$ cat config.mk
export PLATFORM = sky130hd
export DESIGN_NAME = fvn_div
export DESIGN_NICKNAME = d
export VERILOG_FILES = /design/src/hw/rtl/fractal_value_noise_assert.svh /design/src/hw/rtl/fvn_pkg.sv /design/src/hw/rtl/fvn_div.sv
export SDC_FILE = /design/constraint.sdc
export NUM_CORES = 2
export LEC_CHECK = 0
export BUFFER_PORTS_ARGS = -buffer_cell sky130_fd_sc_hd__clkbuf_2
export CORE_UTILIZATION = 48
export CTS_CLUSTER_SIZE = 16
export DETAILED_ROUTE_END_ITERATION = 6
export GPL_ROUTABILITY_DRIVEN = 0
export PLACE_DENSITY = 0.65
export SLEW_MARGIN = 25
export SYNTH_ARGS = -nofsm -noshare
export SYNTH_HDL_FRONTEND = slang
export SYNTH_SLANG_ARGS = --single-unit
export TNS_END_PERCENT = 20
$ cat constraint.sdc
create_clock -name clk -period 8 [get_ports clk]
set_input_delay 1.6 -clock clk [delete_from_list [all_inputs] [get_ports clk]]
set_output_delay 1.6 -clock clk [all_outputs]
set_load 0.005 [all_outputs]
$ cat src/hw/rtl/fractal_value_noise_assert.svh
// Assertion macros for the fractal value noise block.
// Included by the modules that carry concurrent assertions; no dependencies.
`ifndef FRACTAL_VALUE_NOISE_ASSERT_SVH
`define FRACTAL_VALUE_NOISE_ASSERT_SVH

`ifndef ASSERT_OFF
// same-cycle implication under an active-low asynchronous reset
`define FVN_ASSERT_IMP(lbl, clk, rstn, ante, cons, msg) \
    lbl: assert property (@(posedge clk) disable iff (!rstn) (ante) |-> (cons)) \
        else $error(msg);
// next-cycle implication
`define FVN_ASSERT_NXT(lbl, clk, rstn, ante, cons, msg) \
    lbl: assert property (@(posedge clk) disable iff (!rstn) (ante) |=> (cons)) \
        else $error(msg);
`else
`define FVN_ASSERT_IMP(lbl, clk, rstn, ante, cons, msg)
`define FVN_ASSERT_NXT(lbl, clk, rstn, ante, cons, msg)
`endif

`endif

$ cat src/hw/rtl/fvn_pkg.sv
// Shared constants and types of the fractal value noise block.
// No dependencies.
package fvn_pkg;

    localparam int MAX_OCTAVES_DEF = 8;
    localparam int FRAC_BITS_DEF   = 16;

    localparam int COORD_W    = 32;
    localparam int NOISE_W    = 18;
    localparam int AMP_W      = 17;
    localparam int CFG_IDX_W  = 4;
    localparam int CFG_DATA_W = 17;
    localparam int OCT_W      = 4;

    localparam logic [AMP_W-1:0]  PERSIST_ONE   = 17'd65536;
    localparam logic [OCT_W-1:0]  OCT_RESET     = 4'd4;
    localparam logic [AMP_W-1:0]  PERSIST_RESET = 17'd32768;

    localparam logic [31:0] HASH_MUL_X = 32'd374761393;
    localparam logic [31:0] HASH_MUL_Z = 32'd668265263;
    localparam logic [31:0] HASH_MUL_C = 32'd15731;
    localparam logic [31:0] HASH_ADD_A = 32'd789221;
    localparam logic [31:0] HASH_ADD_B = 32'd1376312589;
    localparam int          HASH_SHIFT = 13;

    typedef enum logic [CFG_IDX_W-1:0] {
        REG_OCTAVE_COUNT = 4'd0,
        REG_PERSISTENCE  = 4'd1
    } cfg_reg_t;

endpackage

$ cat src/hw/rtl/fvn_div.sv
// Pipelined restoring divider: weighted sum over weight sum, one quotient bit
// per stage, then sign, saturation and output formatting. Depends on fvn_pkg.
module fvn_div import fvn_pkg::*; #(
    parameter int FRAC_BITS   = FRAC_BITS_DEF,
    parameter int MAX_OCTAVES = MAX_OCTAVES_DEF
) (
    input  logic                          clk,
    input  logic                          rst_n,
    input  logic                          adv,
    input  logic                          in_valid,
    input  logic signed [FRAC_BITS+17+$clog2(MAX_OCTAVES+1)-1:0] in_total,
    input  logic [16+$clog2(MAX_OCTAVES+1)-1:0] in_wsum,
    output logic                          out_valid,
    output logic signed [NOISE_W-1:0]     out_value
);

    localparam int F   = FRAC_BITS;
    localparam int OW  = $clog2(MAX_OCTAVES + 1);
    localparam int TW  = F + 17 + OW;
    localparam int WSW = 16 + OW;
    localparam int QW  = F + 1;
    localparam int RW  = F + 2;
    localparam int XW  = 27;

    logic [QW:0]    vld_reg;
    logic [TW-1:0]  rem_reg [QW+1];
    logic [WSW-1:0] d_reg   [QW+1];
    logic [QW-1:0]  q_reg   [QW+1];
    logic           neg_reg [QW+1];

    logic [TW-1:0]  rem_next [QW];
    logic [QW-1:0]  q_next   [QW];

    for (genvar k = 0; k < QW; k++) begin : g_step
        logic [TW-1:0] dsh;
        assign dsh = TW'(d_reg[k]) << (QW - 1 - k);
        always_comb
        begin
            rem_next[k] = rem_reg[k];
            q_next[k]   = q_reg[k];
            if (rem_reg[k] >= dsh)
            begin
                rem_next[k]           = rem_reg[k] - dsh;
                q_next[k][QW - 1 - k] = 1'b1;
            end
        end
    end

    always_ff @(posedge clk or negedge rst_n)
    begin
        if (!rst_n)
            vld_reg <= '0;
        else if (adv)
            vld_reg <= {vld_reg[QW-1:0], in_valid};
    end

    always_ff @(posedge clk)
    begin
        if (adv)
        begin
            rem_reg[0] <= in_total[TW-1] ? TW'(-in_total) : TW'(in_total);
            d_reg[0]   <= in_wsum;
            q_reg[0]   <= '0;
            neg_reg[0] <= in_total[TW-1];
            for (int k = 0; k < QW; k++)
            begin
                rem_reg[k+1] <= rem_next[k];
                d_reg[k+1]   <= d_reg[k];
                q_reg[k+1]   <= q_next[k];
                neg_reg[k+1] <= neg_reg[k];
            end
        end
    end

    // saturate the magnitude to one, apply the sign, keep the low output bits
    logic [QW-1:0]        qsat;
    logic signed [RW-1:0] r;
    logic signed [XW-1:0] rx;

    assign qsat = (q_reg[QW] > (QW'(1) << F)) ? (QW'(1) << F) : q_reg[QW];
    assign r    = neg_reg[QW] ? -$signed({1'b0, qsat}) : $signed({1'b0, qsat});
    assign rx   = {{(XW-RW){r[RW-1]}}, r};

    assign out_valid = vld_reg[QW];
    assign out_value = rx[NOISE_W-1:0];

endmodule

==> summary.txt <==
Critical path
  – CP Cell Sequence: nor3_1 > nand4_1 > o31ai_1 > buf_4 > nand2_1 > ha_1 > nor2b_1 > nor2_1 > a41o_1 > a21oi_1 > clkbuf_2
  – Critical path type: reg2out
  – Worst path top cell family by delay: simple AND/OR/NAND/NOR gates
  – R2R setup slack: 3.52 ns
  – Slowest cell delay on critical path: about 0.45 ns
  – R2R Path End: rem_reg[16][35]
  – Setup crit start kind: register
  – WP buf/inv: 2
  – Crit path capture type: output pin
  – Slowest-stage cell, CP: edfxtp_1
  – Worst-path fanout max: 12
  – Arr. time, crit path: around 3.6 ns
  – Worst R2R Path Depth: 15
  – RR Startpoint: rem_reg[15][1]
  – Critical Path RT: between 6 and 7 ns

Clock network
  – Total CTS buffers: between 100 and 150
  – Root Driver: clkbuf_16
  – CTS max path bufs: 3
  – Hold Buf Count CTS: 0
  – Clock sink count: ~1.2k
  – H-tree depth: 3
  – PostCTS Resize Cnt: 0
  – TritonCTS clock tree: yes
  – Worst-path clk slew: roughly 0.060 ns
  – Worst-skew pair later-pin latency: ~0.74 ns
  – Setup Fix Bufs, Post-CTS: 0

Synth
  – Seq/Total Area, Yosys: approximately 58%
  – Top FF cell, synth: edfxtp_1
  – Syn_nets: roughly 5.5k
  – Ranking of synthesized cells by area: edfxtp_1 57%, ha_1 7.1%, xnor2_1 3.7%
  – Number of flops mapped to enable cells by yosys: between 1k and 1.5k
  – Post-synthesis sequential element count: between 1k and 1.5k
  – Area share of the largest cell type after synthesis: a little under three fifths
  – Leading area contributor after synthesis: edfxtp_1
  – Synth Warn #: 0
  – Syn Inst Count: between 5k and 6k
  – Synth unique cells: 90
  – Ys async rst share: between 1.5 and 2%
  – Mapped Area: 0.0599 mm²
  – Mean Syn Cell Area: ~12 µm²

GRT
  – Number of global-route vias before repair: between 30k and 40k
  – GRT Residual Overflow: 0
  – Largest net degree at the start of global routing: 197
  – First-pass GRT wire length: 194 mm
  – GRT Overall Usage: 19.1%
  – Initial antenna violation count: 0

Finish
  – Layout cells sized above 1: 7.95%
  – ANT cells: 0
  – Post-route insts no fill: ~7k
  – Cell area after layout: 0.0663 mm²
  – Most frequent cells in the layout: 1,140 x edfxtp_1, 436 x inv_1, 365 x nor2_1
  – Synth-to-Final Area Change: 10.6%
  – Final net count: between 5k and 6k
  – Commonest non-fill, non-tap cell in the layout: edfxtp_1
  – Max FFs per register: 629

Floorplanning
  – Ports: 80
  – Core Area: approximately 0.12 mm²
  – Die Area: 0.126 mm²
  – Die height: around 360 µm
  – Die width: 355 µm
  – Row cnt: around 130
  – Initial Util: about half

STA
  – F_max: 194 MHz
  – Period utilization: 64.4%
  – Slew Limit Fails: 0
  – Worst slew margin: a little under a third
  – # setup viols final: 0
  – Final hold violation count: 0
  – Tmin final: between 5 and 6 ns
  – Least-Margin Pin Slew: between 1 and 1.5 ns
  – Final setup margin: approximately 2.8 ns
  – RSZ-0062 raised after global routing: false
  – Final setup TNS: 0 ns
  – Final Skew: a little under 0.06 ns

Placed design
  – Placed cell count: ~6.7k
  – Setup WS pre-CTS: ~3.4 ns
  – Port Buffers: 79
  – DP Wirelength: between 80 and 90 mm
  – Placed inst area: slightly above 0.06 mm²

Worst hold path
  – Hold path cells: 0
  – Hold/Removal Path Class: reg2reg
  – Worst Hold End: q_reg[14][4]
  – HP Start: q_reg[13][4]

Flow run
  – Maxcap violations: 0

Detailed routing
  – Routed wire length: approximately 120 mm
  – First-pass DRT Iterations: 7
  – Initial DRC count: ~2.2k
  – Via count: between 30k and 40k
  – Detail Route Antenna Nets: 0
  – DR DRC count: 6
  – DR WL/cell: approximately 17 µm
  – Vias per cell: ~5.5

Pwr
  – P per Cell Area: 336 mW/mm²
  – Worst vdd ir: around 0.00023 V
  – Leak: about 25 nW

Run status
  – Status: finished with violations
  – Failing checks: design-rule violations
==> per-layer routing <==
metal  GRT usage, %  part of all wire, %  vias to the layer above  routed length [µm]
met2           38.5                   56                      830               66800
met1           17.1                   34                    18000               41200
li1               -                    -                    19000                   -
met4           13.1                  6.8                        0                8200
met5              0                    0                        -                   0
met3           2.53                  3.1                      372                3760
==> through the flow <==
| step | total power, mW | hold slack, ns | utilization [%] |
|---|---|---|---|
| after floorplan | 14.8 | 0.400 | - |
| after global placement | 16.6 | 0.401 | 50.3 |
| after detailed placement | 16.8 | 0.405 | 50.3 |
| after CTS | 22.4 | 0.393 | 53.5 |
| after global routing | 23.6 | 0.409 | 53.5 |
| final | 22.3 | 0.401 | 53.5 |
==> cell type report <==
class	count	area (µm²)
clock inverter	86	776
clock buffer	143	3160
timing repair buffer	113	756
tap	1637	2050
multi-input combinational	3359	23200
sequential	1158	34700
fill	10400	57500
inverter	437	1640
==> worst register-to-register path: cells and delay by family (launching register included) <==
kind	cells	cell delay, ns
adder cells (fa/ha/maj)	2	0.60
XOR/XNOR	1	0.14
flip-flops	1	0.38
AND/OR/NAND/NOR	2	0.30
AO/OA/AOI/OAI	6	2.16
buffers and inverters	4	0.69
==> kinds of logic after synthesis <==
logic type      share of synthesized area, %
simple gates                            10.9
fa+ha+maj                               7.68
compound gates                          12.3
flops                                   57.9
xor+xnor                                6.21
mux                                     1.53
buf+inv                                 3.41
==> synthesized netlist by cell type, drive strengths merged, types with 8 or more instances <==
master      n
o211ai     26
nand3      77
a2111oi     9
or3        43
nand2     340
nand2b     67
a31oi      46
and2       12
and3       26
clkbuf     96
ha        342
or2        12
o21a       74
buf        10
and4       11
or4        17
o31ai      34
fa         16
nor4b      20
inv       437
dfrtp      18
o41ai       8
nor2b      59
nand3b     15
o31a       24
edfxtp   1140
nand4      54
nor4       70
a21boi     15
a211oi     35
a21o      132
a21oi     363
nor3       89
nand4b     14
xnor2     253
o21ai     285
o2111ai    13
nor3b       8
a31o        8
nor2      365
mux2       78
o211a       9
a211o       9
o21bai     31
xor2      172
==> worst max path at each step <==
stage	start	endpoint	slack, ns	cells past startpoint
after floorplan	q_reg[17][2]	out_value[4]	3.80	10
after CTS	q_reg[17][2]	out_value[16]	2.78	11
after detailed placement	in_total[2]	rem_reg[0][34]	3.40	10
final	q_reg[17][2]	out_value[4]	2.85	11
after global placement	in_total[2]	rem_reg[0][34]	3.39	10
after global routing	q_reg[17][2]	out_value[4]	2.53	11
==> report_power, final <==
part / internal (mW) / switching, mW / leakage, nW
clock network: 3.13 / 2.35 / 1.92
logic: 3.31 / 4.28 / 12.3
registers: 8.42 / 0.777 / 11.2
Power figures use the tool's default switching activity.
